**src/rtl/core/ypid_pkg.sv**
```systemverilog
// ----------------------------------------------------------------------------
// ypid_pkg
// Shared types and constants of the yaw PID controller: field widths, turn
// constants, register map, configuration struct and controller/datapath links.
// ----------------------------------------------------------------------------
package ypid_pkg;

    localparam int ANGLE_W   = 16;
    localparam int DIFF_W    = 18;
    localparam int ERR_W     = 17;
    localparam int GAIN_W    = 16;
    localparam int LIMIT_W   = 24;
    localparam int BAND_W    = 15;
    localparam int DEAD_W    = 23;
    localparam int RPM_W     = 16;
    localparam int DIGIT_W   = 4;
    localparam int MUL_STEPS = 12;
    localparam int PADDR_W   = 5;
    localparam int PDATA_W   = 32;

    // heading turn constants in 0.01 degree
    localparam logic signed [DIFF_W-1:0] HALF_TURN       = 18'sd18000;
    localparam logic signed [DIFF_W-1:0] FULL_TURN       = 18'sd36000;
    localparam logic signed [DIFF_W-1:0] THREE_HALF_TURN = 18'sd54000;
    localparam logic signed [DIFF_W-1:0] TWO_TURNS       = 18'sd72000;

    // rounding offset for truncation toward zero of 1/256 rpm to rpm
    localparam logic signed [LIMIT_W-1:0] RPM_ROUND = 24'sd255;

    // register indexes
    localparam logic [2:0] REG_PROP_GAIN     = 3'd0;
    localparam logic [2:0] REG_INTEGRAL_GAIN = 3'd1;
    localparam logic [2:0] REG_DERIV_GAIN    = 3'd2;
    localparam logic [2:0] REG_OUTPUT_LOW    = 3'd3;
    localparam logic [2:0] REG_OUTPUT_HIGH   = 3'd4;
    localparam logic [2:0] REG_INTEG_BAND    = 3'd5;
    localparam logic [2:0] REG_ARRIVAL_TOL   = 3'd6;
    localparam logic [2:0] REG_ARRIVAL_DEAD  = 3'd7;

    // register reset values
    localparam logic signed [LIMIT_W-1:0] OUTPUT_LOW_RST  = -24'sd25600;
    localparam logic signed [LIMIT_W-1:0] OUTPUT_HIGH_RST = 24'sd25600;
    localparam logic [BAND_W-1:0]         INTEG_BAND_RST  = 15'd18000;
    localparam logic [BAND_W-1:0]         ARRIVAL_TOL_RST = 15'd100;
    localparam logic [DEAD_W-1:0]         ARRIVAL_DEAD_RST = 23'd256;

    typedef struct packed {
        logic [GAIN_W-1:0]         prop_gain;
        logic [GAIN_W-1:0]         integral_gain;
        logic [GAIN_W-1:0]         deriv_gain;
        logic signed [LIMIT_W-1:0] output_low;
        logic signed [LIMIT_W-1:0] output_high;
        logic [BAND_W-1:0]         integration_band;
        logic [BAND_W-1:0]         arrival_tolerance;
        logic [DEAD_W-1:0]         arrival_deadband;
    } cfg_t;

    // controller to datapath
    typedef struct packed {
        logic idle;
        logic wrap;
        logic integ;
        logic mul;
        logic clamp;
        logic excess;
        logic div;
        logic back;
        logic finish;
    } cmd_t;

    // datapath to controller
    typedef struct packed {
        logic taken;
        logic run;
        logic mul_last;
        logic need_div;
        logic div_last;
        logic out_free;
    } sts_t;

endpackage

```
**src/rtl/core/ypid_regs.sv**
```systemverilog
// ----------------------------------------------------------------------------
// ypid_regs
// APB-style configuration registers of the yaw PID controller.
// ----------------------------------------------------------------------------
module ypid_regs
    import ypid_pkg::*;
(
    input  logic               clk,
    input  logic               rst_n,
    input  logic               psel,
    input  logic               penable,
    input  logic               pwrite,
    input  logic [PADDR_W-1:0] paddr,
    input  logic [PDATA_W-1:0] pwdata,
    output logic [PDATA_W-1:0] prdata,
    output cfg_t               cfg
);

    cfg_t       cfg_reg;
    cfg_t       cfg_next;
    logic       wr_en;
    logic [2:0] idx;

    assign wr_en = psel && penable && pwrite;
    assign idx   = paddr[PADDR_W-1:2];

    always_comb
    begin
        cfg_next = cfg_reg;
        if (wr_en)
        begin
            unique case (idx)
                REG_PROP_GAIN:     cfg_next.prop_gain         = pwdata[GAIN_W-1:0];
                REG_INTEGRAL_GAIN: cfg_next.integral_gain     = pwdata[GAIN_W-1:0];
                REG_DERIV_GAIN:    cfg_next.deriv_gain        = pwdata[GAIN_W-1:0];
                REG_OUTPUT_LOW:    cfg_next.output_low        = pwdata[LIMIT_W-1:0];
                REG_OUTPUT_HIGH:   cfg_next.output_high       = pwdata[LIMIT_W-1:0];
                REG_INTEG_BAND:    cfg_next.integration_band  = pwdata[BAND_W-1:0];
                REG_ARRIVAL_TOL:   cfg_next.arrival_tolerance = pwdata[BAND_W-1:0];
                REG_ARRIVAL_DEAD:  cfg_next.arrival_deadband  = pwdata[DEAD_W-1:0];
                default:           cfg_next = cfg_reg;
            endcase
        end
    end

    always_ff @(posedge clk or negedge rst_n)
    begin
        if (!rst_n)
        begin
            cfg_reg.prop_gain         <= '0;
            cfg_reg.integral_gain     <= '0;
            cfg_reg.deriv_gain        <= '0;
            cfg_reg.output_low        <= OUTPUT_LOW_RST;
            cfg_reg.output_high       <= OUTPUT_HIGH_RST;
            cfg_reg.integration_band  <= INTEG_BAND_RST;
            cfg_reg.arrival_tolerance <= ARRIVAL_TOL_RST;
            cfg_reg.arrival_deadband  <= ARRIVAL_DEAD_RST;
        end
        else
        begin
            cfg_reg <= cfg_next;
        end
    end

    always_comb
    begin
        unique case (idx)
            REG_PROP_GAIN:     prdata = PDATA_W'(cfg_reg.prop_gain);
            REG_INTEGRAL_GAIN: prdata = PDATA_W'(cfg_reg.integral_gain);
            REG_DERIV_GAIN:    prdata = PDATA_W'(cfg_reg.deriv_gain);
            REG_OUTPUT_LOW:    prdata = PDATA_W'($unsigned(cfg_reg.output_low));
            REG_OUTPUT_HIGH:   prdata = PDATA_W'($unsigned(cfg_reg.output_high));
            REG_INTEG_BAND:    prdata = PDATA_W'(cfg_reg.integration_band);
            REG_ARRIVAL_TOL:   prdata = PDATA_W'(cfg_reg.arrival_tolerance);
            REG_ARRIVAL_DEAD:  prdata = PDATA_W'(cfg_reg.arrival_deadband);
            default:           prdata = '0;
        endcase
    end

    assign cfg = cfg_reg;

endmodule

```
**config.mk**
```make
export PLATFORM = sky130hd
export DESIGN_NAME = ypid_regs
export DESIGN_NICKNAME = d
export VERILOG_FILES = /design/src/rtl/core/ypid_pkg.sv /design/src/rtl/core/ypid_regs.sv
export SDC_FILE = /design/constraint.sdc
export NUM_CORES = 1
export LEC_CHECK = 0
export ABC_AREA = 1
export BUFFER_PORTS_ARGS = -buffer_cell sky130_fd_sc_hd__buf_2
export CORE_UTILIZATION = 25
export CTS_BUF_LIST = sky130_fd_sc_hd__clkbuf_4
export DETAILED_ROUTE_END_ITERATION = 8
export GPL_TIMING_DRIVEN = 0
export PLACE_DENSITY_LB_ADDON = 0.25
export SETUP_SLACK_MARGIN = 0.5
export SLEW_MARGIN = 30
export SYNTH_ARGS = -nofsm -noshare
export SYNTH_HDL_FRONTEND = slang
export SYNTH_SLANG_ARGS = --single-unit
```
**constraint.sdc**
```tcl
create_clock -name clk -period 1.6 [get_ports clk]
set_clock_uncertainty 0.1 [all_clocks]
set_input_delay 0.24 -clock clk [delete_from_list [all_inputs] [get_ports clk]]
set_output_delay 0.24 -clock clk [all_outputs]
set_load 0.02 [all_outputs]
```
Yosys cells after proc, flatten, opt, wreduce, memory -nomap -nowiden --
Cells that the tools add are included.
Operators by class: equal/unequal tests 7, mux-type cells 1, reduce and logical (&&, ||, !) cells 11
Operator list (number):
- $pmux 32 s8 | 1
- $reduce_and 2->1 | 8
- $eq 3x3->1 const B | 4
- $eq 3x2->1 const B | 2
- $eq 3x1->1 const B | 1
- $logic_not 3->1 | 1
- $logic_and 1x1->1 | 2
Word-level totals: flip-flop bits (word level) 149, bits of input ports 42, output and inout port bits 181, word-level logic and storage cells 27

Depth between registers and ports, before layout --
word-level depth 3, depth in mapped cells 9, mapped depth without buffers 7

Least setup slack after synthesis --
Ideal clock, no wire load.
path kind input to output, start point input paddr[3], end point output prdata[0], data arrival time 1309 ps, data required time 1260 ps, path slack -49 ps, stages 7, path buffers 2, path through buf_2 > inv_6 > nand2_2 > nor2_2 > clkbuf_1 > nand2_1 > nand3_1
On the way: word-level cells in the longest chain between the ends 2, elaborated cells on any way between the ends 9, those cells by class 7 x eq/ne; 1 x mux; 1 x reduce/logical
Ends and longest elaborated chain:
- start: declaration | line ypid_regs.sv:13 | input logic [PADDR_W-1:0] paddr,
- $eq 3x3->1, or another cell as far along | line ypid_regs.sv:67 | unique case (idx)
- $pmux 32 s8 * | line ypid_regs.sv:67
- end: declaration | line ypid_regs.sv:15 | output logic [PDATA_W-1:0] prdata,
Every way passes the cells marked *; elsewhere a longest branch is shown, timed or not. The select of a mux whose other input is x is not followed.

Worst setup path in the final report --
start point register cfg_reg, in the netlist cfg[47], end point output prdata[9]
On the way: word-level cells in the longest chain between the ends 1
Ends and longest elaborated chain:
- start: declaration | line ypid_regs.sv:19 | cfg_t cfg_reg;
- start signal: assignment | line ypid_regs.sv:61 | cfg_reg <= cfg_next;
- $pmux 32 s8 | line ypid_regs.sv:67
No other way between the ends. The select of a mux whose other input is x is not followed.

==> results.json <==
{
  "status": "complete, but fails checks",
  "violations": "negative hold slack, negative setup slack",
  "post-synth-top-area-cell": "dfrtp_1",
  "dp_cells": 1385,
  "startpoint": "cfg[47]",
  "grt_pass1_wl_mm": 45.9,
  "slew_viol_final": 0,
  "end_kind": "output port",
  "stdcell_area_sq_mm": 0.0121,
  "drv_cap": 0,
  "viasPerCell": 4.88,
  "synth_cells": 833,
  "nets": 1242,
  "drt_iter0_markers": 660,
  "synth.area.mux_share_pct": 0,
  "antenna_found_initial": 1,
  "overflow": 0,
  "ys_types": 25,
  "final_layout_size_suffix_gt1_share_pct": 47.0,
  "layout_commonest_cell": "buf_6",
  "clock-root-buffer": "clkbuf_4",
  "hold_path_class": "in2async",
  "synth_area_per_cell_sq_um": 8.30,
  "final_cell_mix": "buf_6 (264), nand2_1 (181), dfrtp_1 (118)",
  "p_per_area_mw_per_mm2": 1160,
  "cts_sinks": 149,
  "io_buffers": 202,
  "die-area_sq_mm": 0.0283,
  "die_w_um": 168,
  "crit_chain": "nand4_1 > nand2_2 > nor2_4 > nand3_2 > buf_6",
  "p_leak_nw": 5.96,
  "fin_crit_sh_pct": 126,
  "synth_top_family_by_area": "simple AND/OR/NAND/NOR gates",
  "dp_hpwl_mm": 22.4,
  "globalplace.congestion": 0.856,
  "cts_tree": "done",
  "place_ws_ps": -390,
  "synth_compound_area_share_pct": 11.0,
  "fmax_ghz": 0.496,
  "vdd_drop_max_uv": 428,
  "synth-simple-area-share_pct": 27.0,
  "ys_ff_latch": 149,
  "rows": 60,
  "cts_made_buffers": 17,
  "setup_viol": 71,
  "fin_crit_ps": 2020,
  "setup_ws_ps": -417,
  "largest_register_ffs": 149,
  "grt_pass1_vias": 7218,
  "whs_ps": -23.7,
  "worst_pin_slew_ps": 551,
  "synth_area_leaders": "dfrtp_1 (45%), nand2_1 (12%), dfstp_2 (9.1%), nand4_1 (7.1%), o21ai_0 (6.4%)",
  "die_h_um": 168,
  "setup.worst_path.start_class": "flop",
  "grt_max_degree": 61,
  "setup-tns-final_ps": -11040,
  "worstPathRequired_ps": 1260,
  "firstDrtPassIters": 5,
  "hold_viol_final": 9,
  "vias": 7597,
  "ys_seq_area_share_pct": 54.4,
  "syn_area_sq_mm": 0.00692,
  "ioPinCount": 223,
  "critPathSlowestCell": "dfstp_2",
  "utilization_pct": 44.6,
  "cts.htree.levels": 4,
  "synthToLayoutAreaGrowth_pct": 74.4,
  "total_power_mw": 14.0,
  "clock_path_buffers": 2,
  "worstSkewPairLatency_ps": 590,
  "drtAntennaViolNets": 0,
  "start_util_pct": 25.6,
  "core_sq_mm": 0.0270,
  "rsz0062_at_grt": "yes",
  "finalWirelength_mm": 32.3,
  "synth-warning-count": 0,
  "timing.rr.start": "cfg[92]",
  "postPlaceCellArea_sq_mm": 0.00885,
  "layoutNonFillerInstCount": 1556,
  "wl_per_cell_um": 20.8,
  "track_usage_pct": 22.2,
  "slew_headroom_pct": 63.3,
  "path_clk_slew_ps": 150,
  "critPathKind": "reg2out",
  "drc": 0,
  "cts.hold.buffers_added": 25,
  "synth-xor-area-share_pct": 0,
  "synthAdderAreaFrac_pct": 0,
  "cp_max_fo": 2,
  "synth_top_area_share_pct": 45.2,
  "arrival_ps": 1680,
  "critPathMaxStageDelay_ps": 560
}
## Yosys cell counts, drive strengths merged
cell type    n
a21oi       15
buf         47
clkbuf      23
conb         1
dfrtp      125
dfstp       24
inv         45
nand2      228
nand3       42
nand4       78
nor2        67
nor3         3
o21ai      134
or2          1
## what timing repair did
action                                 in CTS  in global routing
endpoints found under the hold margin     181                  9
gates resized for setup                   344                215
setup buffers                              63                 46
gates cloned                                0                  3
pin swaps                                  67                 41
setup endpoints to repair                 245                238
## cell type report
class	instances	area (sq um)
inverter	45	200
multi-input combinational	576	3130
clock inverter	14	160
timing repair buffer	341	3620
tap	341	427
clock buffer	18	135
buffer	70	614
sequential	149	3770
antenna	2	5.00
fill	2646	15000
## path summary, 6_finish.rpt
| check | endpoint | slack, ps | depth (start not counted) |
|---|---|---|---|
| setup / recovery | prdata[9] | -420 | 5 |
| hold reg to reg | cfg[95] | 420 | 2 |
| hold / removal | cfg[17] | -20 | 2 |
| max in group asynchronous | cfg[63] | 770 | 3 |
| min in group clk | cfg[133] | 30 | 5 |
| setup reg to reg | cfg[92] | 430 | 5 |
## worst max-delay path: cells and delay by family (launching register included)
family / cells / cell delay, ps
flops: 1 / 560
simple gates: 4 / 410
buf+inv: 1 / 120
## metal layers
layer / routed length, um / part of all wire [%] / global-route usage, %
met2: 14500 / 45 / 33.6
met3: 2770 / 8.6 / 6.25
met1: 13900 / 43 / 29.9
met4: 1190 / 3.7 / 8.85
met5: 0 / 0 / 0
## where the power goes
group	leakage, nW	total (mW)	internal (mW)	switching, mW
sequential	1.83	5.36	4.60	0.760
combinational	3.97	6.03	3.06	2.96
clock	0.148	2.61	1.08	1.53
## cells by family after synthesis
kind of cell	count (synthesis)
AO/OA/AOI/OAI	149
buffers and inverters	115
flip-flops	149
other	1
AND/OR/NAND/NOR	419
Power figures use the tool's default switching activity.
