--- config.mk ---
export PLATFORM = sky130hd
export DESIGN_NAME = ypid_ctrl
export DESIGN_NICKNAME = d
export VERILOG_FILES = /design/src/rtl/core/ypid_pkg.sv /design/src/rtl/core/ypid_ctrl.sv
export SDC_FILE = /design/constraint.sdc
export NUM_CORES = 1
export LEC_CHECK = 0
export BUFFER_PORTS_ARGS = -buffer_cell sky130_fd_sc_hd__buf_2
export CAP_MARGIN = 20
export CORE_AREA = 2 2 39 41
export DETAILED_ROUTE_END_ITERATION = 10
export DIE_AREA = 0 0 41 43
export GPL_TIMING_DRIVEN = 0
export SYNTH_ARGS = -nofsm -noshare
export SYNTH_HDL_FRONTEND = slang
export SYNTH_SLANG_ARGS = --single-unit
--- constraint.sdc ---
create_clock -name clk -period 2.4 [get_ports clk]
set_input_delay 0.24 -clock clk [delete_from_list [all_inputs] [get_ports clk]]
set_output_delay 0.24 -clock clk [all_outputs]
set_load 0.01 [all_outputs]
--- src/rtl/core/ypid_pkg.sv ---
// ----------------------------------------------------------------------------
// ypid_pkg
// Shared types and constants of the yaw PID controller: field widths, turn
// constants, register map, configuration struct and controller/datapath links.
// ----------------------------------------------------------------------------
package ypid_pkg;

    localparam int ANGLE_W   = 16;
    localparam int DIFF_W    = 18;
    localparam int ERR_W     = 17;
    localparam int GAIN_W    = 16;
    localparam int LIMIT_W   = 24;
    localparam int BAND_W    = 15;
    localparam int DEAD_W    = 23;
    localparam int RPM_W     = 16;
    localparam int DIGIT_W   = 4;
    localparam int MUL_STEPS = 12;
    localparam int PADDR_W   = 5;
    localparam int PDATA_W   = 32;

    // heading turn constants in 0.01 degree
    localparam logic signed [DIFF_W-1:0] HALF_TURN       = 18'sd18000;
    localparam logic signed [DIFF_W-1:0] FULL_TURN       = 18'sd36000;
    localparam logic signed [DIFF_W-1:0] THREE_HALF_TURN = 18'sd54000;
    localparam logic signed [DIFF_W-1:0] TWO_TURNS       = 18'sd72000;

    // rounding offset for truncation toward zero of 1/256 rpm to rpm
    localparam logic signed [LIMIT_W-1:0] RPM_ROUND = 24'sd255;

    // register indexes
    localparam logic [2:0] REG_PROP_GAIN     = 3'd0;
    localparam logic [2:0] REG_INTEGRAL_GAIN = 3'd1;
    localparam logic [2:0] REG_DERIV_GAIN    = 3'd2;
    localparam logic [2:0] REG_OUTPUT_LOW    = 3'd3;
    localparam logic [2:0] REG_OUTPUT_HIGH   = 3'd4;
    localparam logic [2:0] REG_INTEG_BAND    = 3'd5;
    localparam logic [2:0] REG_ARRIVAL_TOL   = 3'd6;
    localparam logic [2:0] REG_ARRIVAL_DEAD  = 3'd7;

    // register reset values
    localparam logic signed [LIMIT_W-1:0] OUTPUT_LOW_RST  = -24'sd25600;
    localparam logic signed [LIMIT_W-1:0] OUTPUT_HIGH_RST = 24'sd25600;
    localparam logic [BAND_W-1:0]         INTEG_BAND_RST  = 15'd18000;
    localparam logic [BAND_W-1:0]         ARRIVAL_TOL_RST = 15'd100;
    localparam logic [DEAD_W-1:0]         ARRIVAL_DEAD_RST = 23'd256;

    typedef struct packed {
        logic [GAIN_W-1:0]         prop_gain;
        logic [GAIN_W-1:0]         integral_gain;
        logic [GAIN_W-1:0]         deriv_gain;
        logic signed [LIMIT_W-1:0] output_low;
        logic signed [LIMIT_W-1:0] output_high;
        logic [BAND_W-1:0]         integration_band;
        logic [BAND_W-1:0]         arrival_tolerance;
        logic [DEAD_W-1:0]         arrival_deadband;
    } cfg_t;

    // controller to datapath
    typedef struct packed {
        logic idle;
        logic wrap;
        logic integ;
        logic mul;
        logic clamp;
        logic excess;
        logic div;
        logic back;
        logic finish;
    } cmd_t;

    // datapath to controller
    typedef struct packed {
        logic taken;
        logic run;
        logic mul_last;
        logic need_div;
        logic div_last;
        logic out_free;
    } sts_t;

endpackage

--- src/rtl/core/ypid_ctrl.sv ---
// ----------------------------------------------------------------------------
// ypid_ctrl
// Sequencer of the yaw PID controller: steps the datapath through wrap,
// integration, digit-serial multiply, clamp, back-calculation divide and
// result write; the divide runs only when needed and run low skips to the write.
// ----------------------------------------------------------------------------
module ypid_ctrl
    import ypid_pkg::*;
(
    input  logic clk,
    input  logic rst_n,
    input  sts_t sts,
    output cmd_t cmd
);

    localparam logic [3:0] S_IDLE   = 4'd0;
    localparam logic [3:0] S_WRAP   = 4'd1;
    localparam logic [3:0] S_INTEG  = 4'd2;
    localparam logic [3:0] S_MUL    = 4'd3;
    localparam logic [3:0] S_CLAMP  = 4'd4;
    localparam logic [3:0] S_EXCESS = 4'd5;
    localparam logic [3:0] S_DIV    = 4'd6;
    localparam logic [3:0] S_BACK   = 4'd7;
    localparam logic [3:0] S_FINAL  = 4'd8;

    logic [3:0] state_reg;
    logic [3:0] state_next;

    always_comb
    begin
        state_next = state_reg;
        unique case (state_reg)
            S_IDLE:   if (sts.taken) state_next = S_WRAP;
            S_WRAP:   state_next = sts.run ? S_INTEG : S_FINAL;
            S_INTEG:  state_next = S_MUL;
            S_MUL:    if (sts.mul_last) state_next = S_CLAMP;
            S_CLAMP:  state_next = sts.need_div ? S_EXCESS : S_FINAL;
            S_EXCESS: state_next = S_DIV;
            S_DIV:    if (sts.div_last) state_next = S_BACK;
            S_BACK:   state_next = S_FINAL;
            S_FINAL:  if (sts.out_free) state_next = S_IDLE;
            default:  state_next = S_IDLE;
        endcase
    end

    always_ff @(posedge clk or negedge rst_n)
    begin
        if (!rst_n)
            state_reg <= S_IDLE;
        else
            state_reg <= state_next;
    end

    always_comb
    begin
        cmd.idle   = (state_reg == S_IDLE);
        cmd.wrap   = (state_reg == S_WRAP);
        cmd.integ  = (state_reg == S_INTEG);
        cmd.mul    = (state_reg == S_MUL);
        cmd.clamp  = (state_reg == S_CLAMP);
        cmd.excess = (state_reg == S_EXCESS);
        cmd.div    = (state_reg == S_DIV);
        cmd.back   = (state_reg == S_BACK);
        cmd.finish = (state_reg == S_FINAL);
    end

`ifndef SYNTHESIS
    a_final_waits: assert property (@(posedge clk) disable iff (!rst_n)
        state_reg == S_FINAL && !sts.out_free |=> state_reg == S_FINAL)
        else $error("result write left before output slot was free");

    a_take_starts: assert property (@(posedge clk) disable iff (!rst_n)
        state_reg == S_IDLE && sts.taken |=> state_reg == S_WRAP)
        else $error("accepted item did not start processing");

    a_no_div_skip: assert property (@(posedge clk) disable iff (!rst_n)
        state_reg == S_CLAMP && !sts.need_div |=> state_reg == S_FINAL)
        else $error("divide entered without back-calculation");
`endif

endmodule

== Word level (Yosys, flattened, before mapping) ==
Index checks and enable logic that the tools add are counted.

* Register bits: 4
* Latch bits: 0
* Bits in writable memories: 0
* Bits in read-only memories: 0
* Bits of input ports: 8
* Logic and storage cells: 22
* Memories kept: 0

* Add/sub/neg operators: 0
* Multipliers: 0
* Divide/modulo/power cells: 0
* Magnitude comparators: 0
* Eq/ne operators: 12
* Shift operators: 0
* Muxes and demuxes: 7
* Bitwise logic cells: 0
* Reduce and logical (&&, ||, !) cells: 2

{| class="wikitable"
|+ Operators with widths
! kind !! number
|-
| $pmux W4 S9 || 1
|-
| $mux W4 || 6
|-
| $eq A4 B3 Y1 const B || 4
|-
| $eq A4 B2 Y1 const B || 2
|-
| $ne A2 B2 Y1 const B || 4
|-
| $eq A4 B1 Y1 const B || 1
|-
| $eq A4 B4 Y1 const B || 1
|-
| $logic_not A4 Y1 || 1
|-
| $reduce_and A4 Y1 || 1
|}

== Longest topological paths before layout ==
Gate-level depths: netlist of run 1.

* Depth after elaboration: 3
* Gate-level depth with buffers: 5

== Least setup slack after synthesis of run 1 ==
Ideal clock, no wire load.

* Path type: register to register
* From: register state_reg[2]
* To: register state_reg[2]
* Setup time: 0.095 ns
* Arrival: 1.344 ns
* Data required time: 2.305 ns
* Path slack: 0.960 ns
* Stages on the path, launching flop included: 5
* Period minus slack after synthesis: 1.440 ns
* Cell sequence: dfrtp_1 > buf_2 > nor4bb_1 > or4_1 > o31ai_1

* Longest elaborated chain between the ends: 3
* Elaborated cells on any way between the ends: 15
* Classes of those cells: eq/ne: 12; mux: 1; reduce/logical: 2

{| class="wikitable"
|+ Ends and longest elaborated chain
! element !! RTL line !! text
|-
| start, declared || ypid_ctrl.sv:26 || <nowiki>logic [3:0] state_reg;</nowiki>
|-
| start signal, assigned || ypid_ctrl.sv:51 || <nowiki>state_reg <= state_next;</nowiki>
|-
| $eq A4 B2 Y1, or another cell as far along || ypid_ctrl.sv:32 || <nowiki>unique case (state_reg)</nowiki>
|-
| $ne A2 B2 Y1 (no line) || - ||
|-
| $reduce_and A4 Y1 (no line) || - ||
|}

Parallel ways exist; a longest one is shown, timed or not.
A chain may end at the register's enable or synchronous reset.

==> flow_summary.json, run 1 <==
{
  "outcome": "completed",
  "wirelength_um": 957,
  "synth-compound-area-share_pct": 20.2,
  "clk_pin_slew_ns": 0.04,
  "synth_top_family_by_area": "simple AND/OR/NAND/NOR gates",
  "finClkSkew_ns": 0.00238,
  "stdcell_count": 83,
  "ff2ff_path_depth": 4,
  "min_delay_worst_endpoint": "state_reg[2]",
  "mostFrequentLayoutCells": "buf_2 (17), nor2_1 (5), nor3_1 (5)",
  "clockRootBuffer": "clkbuf_4",
  "end_kind": "output port",
  "cts_tree": "done",
  "wl_per_cell_um": 11.5,
  "synth_fa_ha_area_share_pct": 0,
  "whs_ns": 0.292,
  "grt_pass1_vias": 337,
  "yosysUniqueCellTypes": 22,
  "antenna_found_initial": 0,
  "final_common_cell": "buf_2",
  "num_vias": 443,
  "ant_nets": 0,
  "period_needed_ns": 1.67,
  "slew_viol_final": 0,
  "h-tree-depth": 1,
  "syn_area_um2": 353,
  "finalNetCount": 77,
  "drc_errors": 0,
  "fmax_ghz": 0.598,
  "initial_core_util_pct": 25.5,
  "syn_nets": 55,
  "synth_top_cell_by_area": "dfrtp_1",
  "hp-class": "input pin to flip-flop",
  "start_kind": "flip-flop",
  "cp.required_ns": 2.16,
  "stdcell_area_um2": 485,
  "rsz0062_at_grt": "false",
  "clock_latency_ns": 0.25,
  "ys_ff_latch": 4,
  "synth_mux_area_share_pct": 0,
  "drv_cap": 0,
  "place_inst": 79,
  "hold_viol": 0,
  "clock_path_buffers": 2,
  "tns_ns": 0,
  "drtIter0Drc": 9,
  "whs_path_depth": 3,
  "path_max_fanout": 10,
  "drt-pass1-iter-count": 3,
  "clock_sinks": 4,
  "place_area_um2": 453,
  "power_density_nw_per_um2": 1050,
  "reg2reg_slack_ns": 0.80,
  "synthSimpleGateAreaFrac_pct": 44.7,
  "areaGrowthSynthToFinish_pct": 37.6,
  "place_congestion": 0.727,
  "layout-drive-gt1-share_pct": 31.3,
  "largest_reg_flops": 4,
  "ioPinCount": 17,
  "power.total_uw": 510,
  "grt_start_max_net_pins": 11,
  "diodes": 0,
  "cts_buffers": 3,
  "reg2reg_to": "state_reg[2]",
  "yosys.area.top_type_share_pct": 28.4,
  "port_buffers": 16,
  "die_w_um": 41,
  "grt_pass1_wl_um": 1350,
  "grt_use_total_pct": 12.2,
  "synthTopCellsByArea": "dfrtp_1 (28%), nand2b_1 (7.1%), nor3_1 (7.1%), nor4bb_1 (5.7%), nor2_1 (5.3%)",
  "synthCells": 47,
  "synthXorXnorAreaFrac_pct": 0,
  "crit_type": "flip-flop to output port",
  "max-vdd-ir-drop_mv": 0.237,
  "leakagePower_uw": 0.000219,
  "slew_headroom_pct": 74.0,
  "fp.dieArea_um2": 1760,
  "rows": 14,
  "avgViaCountPerCell": 5.34,
  "setup_viol": 0,
  "synth_area_per_cell_um2": 7.51,
  "fin_crit_sh_pct": 69.7,
  "grt_overflow": 0,
  "holdCritStartpoint": "sts[1]",
  "fp.dieH_um": 43,
  "critPathArrivalTime_ns": 1.43,
  "yosysWarnings": 0,
  "hpwl_um": 671,
  "r2r_start": "state_reg[2]",
  "worst_pin_slew_ns": 0.390,
  "coreArea_um2": 1380,
  "ys_seq_area_share_pct": 28.4
}
-- where the power goes --
part | switching [uW] | internal (uW) | total, uW
Combinational | 175 | 127 | 302
Clock | 31.6 | 56.2 | 87.8
Sequential | 26.4 | 93.7 | 120
Total | 233 | 277 | 510
-- cells by family after synthesis --
family                 Yosys count
AOI/OAI and AO/OA               10
buffers and inverters            6
DFF                              4
and+or+nand+nor                 27
-- cell usage after synthesis --
| cell | n |
|---|---|
| nand2b_1 | 4 |
| nor4_1 | 3 |
| a21oi_1 | 2 |
| o21ai_0 | 1 |
| o21bai_1 | 1 |
| dfrtp_1 | 4 |
| nor4bb_1 | 2 |
| o221a_2 | 1 |
| buf_1 | 1 |
| nor3_1 | 5 |
| nor3b_1 | 2 |
| or3_1 | 1 |
| a22oi_1 | 1 |
| nand2_1 | 1 |
| nand3_1 | 2 |
| nor2_1 | 5 |
| inv_1 | 1 |
| clkbuf_1 | 3 |
| o31ai_1 | 2 |
| or4_1 | 2 |
| o21a_1 | 2 |
| buf_2 | 1 |
-- metrics by stage --
step                utilization (%)  worst slack (ns)
floorplan                         -             0.960
global placement               32.7             0.823
detailed placement             32.7             0.794
CTS                            35.1             0.720
global route                   35.1             0.611
finish                         35.1             0.728
-- how the worst max path moves through the flow --
stage | startpoint | to | slack [ns] | depth (start not counted)
after floorplan | state_reg[2] | state_reg[2] | 0.96 | 4
after global placement | state_reg[2] | state_reg[2] | 0.82 | 4
after detailed placement | state_reg[2] | state_reg[2] | 0.79 | 4
after CTS | state_reg[2] | cmd[0] | 0.72 | 4
after global routing | state_reg[3] | cmd[0] | 0.61 | 4
final | state_reg[2] | cmd[0] | 0.73 | 4
-- critical path, cell delays in order, from the launching register on --
cell     delay [ns]
dfrtp_1        0.37
buf_2          0.17
buf_1          0.22
nor4_1         0.25
buf_2          0.17
-- per-layer routing --
metal  share of wire [%]  vias to the layer above  global-route usage (%)
met3                 7.7                        4                    3.66
met2                  44                       15                    15.9
met5                   0                        -                       0
met1                  45                      202                    14.6
met4                 2.4                        0                    12.0
li1                    -                      222                       -
-- timing repair --
action                                 CTS  global route
hold buffers                             1             0
buffers inserted                         0             0
endpoints found under the hold margin    4             0
gates resized for setup                  0             0
-- cell type report --
type	count	area, um2
clock buffer	3	22.5
fill	156	898
timing repair buffer	17	90.1
buffer	5	20.0
multi-input combinational	37	229
sequential	4	100
tap	16	20.0
inverter	1	3.75
Note: power is estimated with default switching activity, not from simulation.
==> inputs of run 2 (changes only) <==
==> constraint.sdc (replaced) <==
create_clock -name clk -period 1.7 [get_ports clk]
set_input_delay 0.17 -clock clk [delete_from_list [all_inputs] [get_ports clk]]
set_output_delay 0.17 -clock clk [all_outputs]
set_load 0.01 [all_outputs]
==> flow_summary.json, run 2 (synthesis results as in run 1) <==
{
  "end_kind": "flip-flop",
  "place_congestion": 0.727,
  "net-switching-power_uw": 325,
  "critPathArrivalTime_ns": 1.74,
  "power_density_nw_per_um2": 1480,
  "layout-drive-gt1-share_pct": 34.3,
  "areaGrowthSynthToFinish_pct": 38.3,
  "cts_buffers": 3,
  "clock_sinks": 4,
  "period_needed_ns": 1.60,
  "rsz0062_at_grt": "false",
  "rows": 14,
  "cts_tree": "done",
  "seqPwrFrac_pct": 23.6,
  "clock_path_buffers": 2,
  "wl_per_cell_um": 11.3,
  "clockRootBuffer": "clkbuf_4",
  "crit_type": "flip-flop to flip-flop",
  "clk_pin_slew_ns": 0.03,
  "hold_viol": 0,
  "grt_pass1_vias": 337,
  "ioPinCount": 17,
  "ant_nets": 0,
  "fp.dieH_um": 43,
  "grt_overflow": 0,
  "drc_errors": 0,
  "fp.dieArea_um2": 1760,
  "p_sw_share_pct": 45.1,
  "initial_core_util_pct": 25.5,
  "fmax_ghz": 0.624,
  "tns_ns": 0,
  "port_buffers": 16,
  "worst_pin_slew_ns": 0.383,
  "stdcell_area_um2": 488,
  "num_vias": 441,
  "finClkSkew_ns": 0.00155,
  "whs_ns": 0.227,
  "place_area_um2": 453,
  "hp-class": "input pin to flip-flop",
  "drt-pass1-iter-count": 3,
  "leakagePower_uw": 0.000226,
  "combPwrFrac_pct": 59.7,
  "final_common_cell": "buf_2",
  "clock_latency_ns": 0.24,
  "grt_start_max_net_pins": 11,
  "setup_viol": 0,
  "path_max_fanout": 10,
  "cellInternalPower_uw": 395,
  "wirelength_um": 936,
  "hpwl_um": 671,
  "outcome": "completed",
  "slew_viol_final": 0,
  "largest_reg_flops": 4,
  "fin_crit_sh_pct": 94.2,
  "finalNetCount": 77,
  "max-vdd-ir-drop_mv": 0.334,
  "h-tree-depth": 1,
  "dp_slack_ns": 0.0942,
  "drv_cap": 0,
  "fin_ws_ns": 0.0984,
  "grt_pass1_wl_um": 1350,
  "slew_headroom_pct": 74.5,
  "antenna_found_initial": 0,
  "grt_use_total_pct": 12.2,
  "cp.required_ns": 1.84,
  "post-route-util_pct": 35.3,
  "avgViaCountPerCell": 5.31,
  "clkPwrFrac_pct": 16.7,
  "die_w_um": 41,
  "drtIter0Drc": 11,
  "mostFrequentLayoutCells": "buf_2 (17), nor2_1 (5), nor3_1 (5)",
  "start_kind": "flip-flop",
  "diodes": 0,
  "coreArea_um2": 1380
}
==> run 2: changes by cell type in the layout (fill, tap and decap cells not counted), sizes merged <==
cell and delta:
clkbuf +1, buf -1
==> run 2: stage by stage <==
step | power (uW) | cells
2_1_floorplan | 470 | 47
5_1_grt | 781 | 83
4_1_cts | 724 | 83
6_report | 720 | 83
3_3_place_gp | 593 | 79
3_5_place_dp | 595 | 79
==> run 2: final cells by class <==
class	count	area, um2
sequential	4	100
tap	16	20.0
buffer	5	22.5
clock buffer	3	22.5
inverter	1	3.75
fill	154	896
timing repair buffer	17	90.1
multi-input combinational	37	229
==> run 2: power by group through the flow <==
stage | Combinational (uW) | Sequential, uW | Clock, uW
after global routing | 478 | 175 | 128
final | 430 | 170 | 120
after detailed placement | 425 | 170 | 0
after CTS | 429 | 168 | 127
after floorplan | 309 | 161 | 0
after global placement | 422 | 171 | 0
==> run 2: path summary, 6_finish.rpt <==
| kind | from | to | slack (ns) | depth (start not counted) |
|---|---|---|---|---|
| worst max-delay path | state_reg[2] | state_reg[2] | 0.1 | 4 |
| worst min-delay path | sts[1] | state_reg[2] | 0.23 | 3 |
| worst max register to register | state_reg[2] | state_reg[2] | 0.1 | 4 |
| worst min register to register | state_reg[3] | state_reg[0] | 0.61 | 2 |
| max in group asynchronous | rst_n | state_reg[3] | 1.32 | 2 |
| min in group asynchronous | rst_n | state_reg[1] | 0.27 | 2 |
==> run 2: timing repair <==
item | in CTS | in global routing
hold buffers | 1 | 0
hold endpoints to repair | 4 | 0
buffers inserted | 0 | 0
resized for setup | 0 | 3
setup endpoints to repair | 0 | 1
==> run 2: routing by layer <==
metal	wire length [um]	part of all wire, %	up-vias	GRT usage, %
met2	402	43	15	15.9
met4	23	2.5	0	12.0
li1	-	-	223	-
met3	73	7.8	4	3.66
met1	437	47	199	14.6
met5	0	0	-	0
==> run 2: worst max-delay path, cell delays in order (launching register included) <==
cell	delay [ns]
dfrtp_1	0.37
buf_2	0.18
nor4bb_1	0.15
or4_1	0.52
o31ai_1	0.28
==> inputs of run 3 (changes only) <==
--- a/config.mk
+++ b/config.mk
@@ -5,6 +5,7 @@
 export SDC_FILE = /design/constraint.sdc
 export NUM_CORES = 1
 export LEC_CHECK = 0
+export ABC_AREA = 1
 export BUFFER_PORTS_ARGS = -buffer_cell sky130_fd_sc_hd__buf_2
 export CAP_MARGIN = 20
 export CORE_AREA = 2 2 39 41
==> flow_summary.json, run 3 <==
{
  "critical-path-max-stage-delay_ns": 0.44,
  "avgViaCountPerCell": 4.21,
  "fp.dieArea_um2": 1760,
  "hpwl_um": 676,
  "cp.required_ns": 1.53,
  "slew_headroom_pct": 78.7,
  "clock_latency_ns": 0.23,
  "antenna_found_initial": 0,
  "fmax_ghz": 0.677,
  "wl_per_cell_um": 8.74,
  "hold_viol": 0,
  "clock_path_buffers": 2,
  "place_inst": 90,
  "hp-class": "input pin to flip-flop",
  "postCtsSetupRepairBufs": 0,
  "stdcell_area_um2": 502,
  "crit_type": "flip-flop to output port",
  "synthTopCellsByArea": "dfrtp_1 (27%), inv_1 (14%), nand2_1 (14%), nor2_2 (8.5%), nand4_1 (6.8%)",
  "synthCells": 58,
  "tns_ns": 0,
  "clock_sinks": 4,
  "synth_top_cell_by_area": "dfrtp_1",
  "final_common_cell": "buf_2",
  "diodes": 0,
  "grt_pass1_wl_um": 1230,
  "clockRootBuffer": "clkbuf_4",
  "fin_ws_ns": 0.222,
  "drc_errors": 0,
  "fp.dieH_um": 43,
  "drtIter0Drc": 8,
  "reg2reg_slack_ns": 0.45,
  "coreArea_um2": 1380,
  "dp_slack_ns": 0.446,
  "syn_area_um2": 369,
  "start_kind": "flip-flop",
  "ioPinCount": 17,
  "slowest_stage": "dfrtp_1",
  "num_vias": 396,
  "finClkSkew_ns": 0.00327,
  "power_density_nw_per_um2": 1610,
  "path_max_fanout": 7,
  "mostFrequentLayoutCells": "buf_2 (16), inv_1 (14), nand2_1 (14)",
  "wirelength_um": 822,
  "end_kind": "output port",
  "synth_edf_count": 0,
  "period_needed_ns": 1.48,
  "cpLargestDelayFamily": "simple AND/OR/NAND/NOR gates",
  "yosys.area.top_type_share_pct": 27.1,
  "grt_use_total_pct": 10.2,
  "r2r_start": "state_reg[3]",
  "cts_buffers": 3,
  "cts_tree": "done",
  "synth_area_per_cell_um2": 6.36,
  "areaGrowthSynthToFinish_pct": 35.9,
  "largest_reg_flops": 4,
  "max-vdd-ir-drop_mv": 0.470,
  "outcome": "completed",
  "worst-path-buf-inv": 2,
  "setup_viol": 0,
  "h-tree-depth": 1,
  "stdcell_count": 94,
  "ys_ff_latch": 4,
  "initial_core_util_pct": 26.7,
  "rows": 14,
  "ant_nets": 0,
  "drt-pass1-iter-count": 4,
  "synth_commonest_cells": "inv_1 (14), nand2_1 (14), nor2_2 (5)",
  "yosysWarnings": 0,
  "ys_seq_area_share_pct": 27.1,
  "finalNetCount": 88,
  "ff2ff_path_depth": 6,
  "grt_overflow": 0,
  "die_w_um": 41,
  "syn_nets": 66,
  "async_flop_share_pct": 100,
  "grt_start_max_net_pins": 8,
  "critPathArrivalTime_ns": 1.31,
  "yosysUniqueCellTypes": 16,
  "fin_crit_sh_pct": 86.9,
  "cp.depth": 4,
  "clk_pin_slew_ns": 0.04,
  "rsz0062_at_grt": "false",
  "yosys_most_used_dff": "dfrtp_1",
  "grt_pass1_vias": 313,
  "drv_cap": 0,
  "layout-drive-gt1-share_pct": 41.0,
  "port_buffers": 16,
  "leakagePower_uw": 0.000341,
  "endpoint": "cmd[6]",
  "cp-startpoint": "state_reg[3]",
  "path_cells": "nor2_2, nand2_1, inv_1, buf_2",
  "reg2reg_to": "state_reg[1]",
  "slew_viol_final": 0,
  "place_area_um2": 469,
  "worst_pin_slew_ns": 0.319,
  "place_congestion": 0.789
}
run 3: cell families (layout without fill, tap and decap cells):
| logic type | after synthesis | in the layout | share of synthesized area (%) |
|---|---|---|---|
| buf+inv | 16 | 36 | 16.3 |
| flops | 4 | 4 | 27.1 |
| compound gates | 1 | 1 | 1.35 |
| simple gates | 37 | 37 | 55.3 |
run 3: worst register-to-register path, stage by stage (launching register included):
cell     delay, ns
dfrtp_1       0.44
nor2_2        0.30
nand3_2       0.14
nand2_2       0.10
nor2_2        0.05
nand2_1       0.06
nand2_1       0.05
run 3: how the worst min path moves through the flow:
| stage | start | end | depth (start not counted) |
|---|---|---|---|
| CTS | sts[3] | state_reg[0] | 4 |
| global placement | rst_n | state_reg[3] | 1 |
| finish | sts[3] | state_reg[0] | 4 |
| floorplan | rst_n | state_reg[0] | 0 |
| detailed placement | rst_n | state_reg[3] | 1 |
| global route | sts[3] | state_reg[0] | 4 |
run 3: metal layers:
metal  global-route usage (%)  wire length, um  part of all wire (%)
met1                     13.5              392                    48
met2                     14.7              342                    42
met3                     4.71               87                    11
met4                     2.00                0                     0
met5                        0                0                     0
run 3: through the flow:
step / utilization (%) / hold WS (ns) / total power, uW
floorplan: - / -0.126 / 552
global placement: 33.9 / -0.0226 / 693
detailed placement: 33.9 / -0.0222 / 696
CTS: 36.3 / 0.217 / 822
global route: 36.3 / 0.223 / 899
finish: 36.3 / 0.218 / 806
run 3: repair_timing:
action                    CTS  global route
hold buffers                1             0
hold endpoints to repair    4             0
gates resized for setup     0             0
run 3: cell type report:
| cell class | count | area [um2] |
|---|---|---|
| Clock buffer | 3 | 22.5 |
| Tap cell | 16 | 20.0 |
| Multi-Input combinational cell | 38 | 209 |
| Timing Repair Buffer | 17 | 90.1 |
| Inverter | 16 | 60.1 |
| Fill cell | 160 | 882 |
| Sequential cell | 4 | 100 |
run 3: power by group:
part	total [uW]	switching [uW]	internal [uW]
sequential	198	60.1	138
clock	116	36.8	78.8
combinational	492	311	181
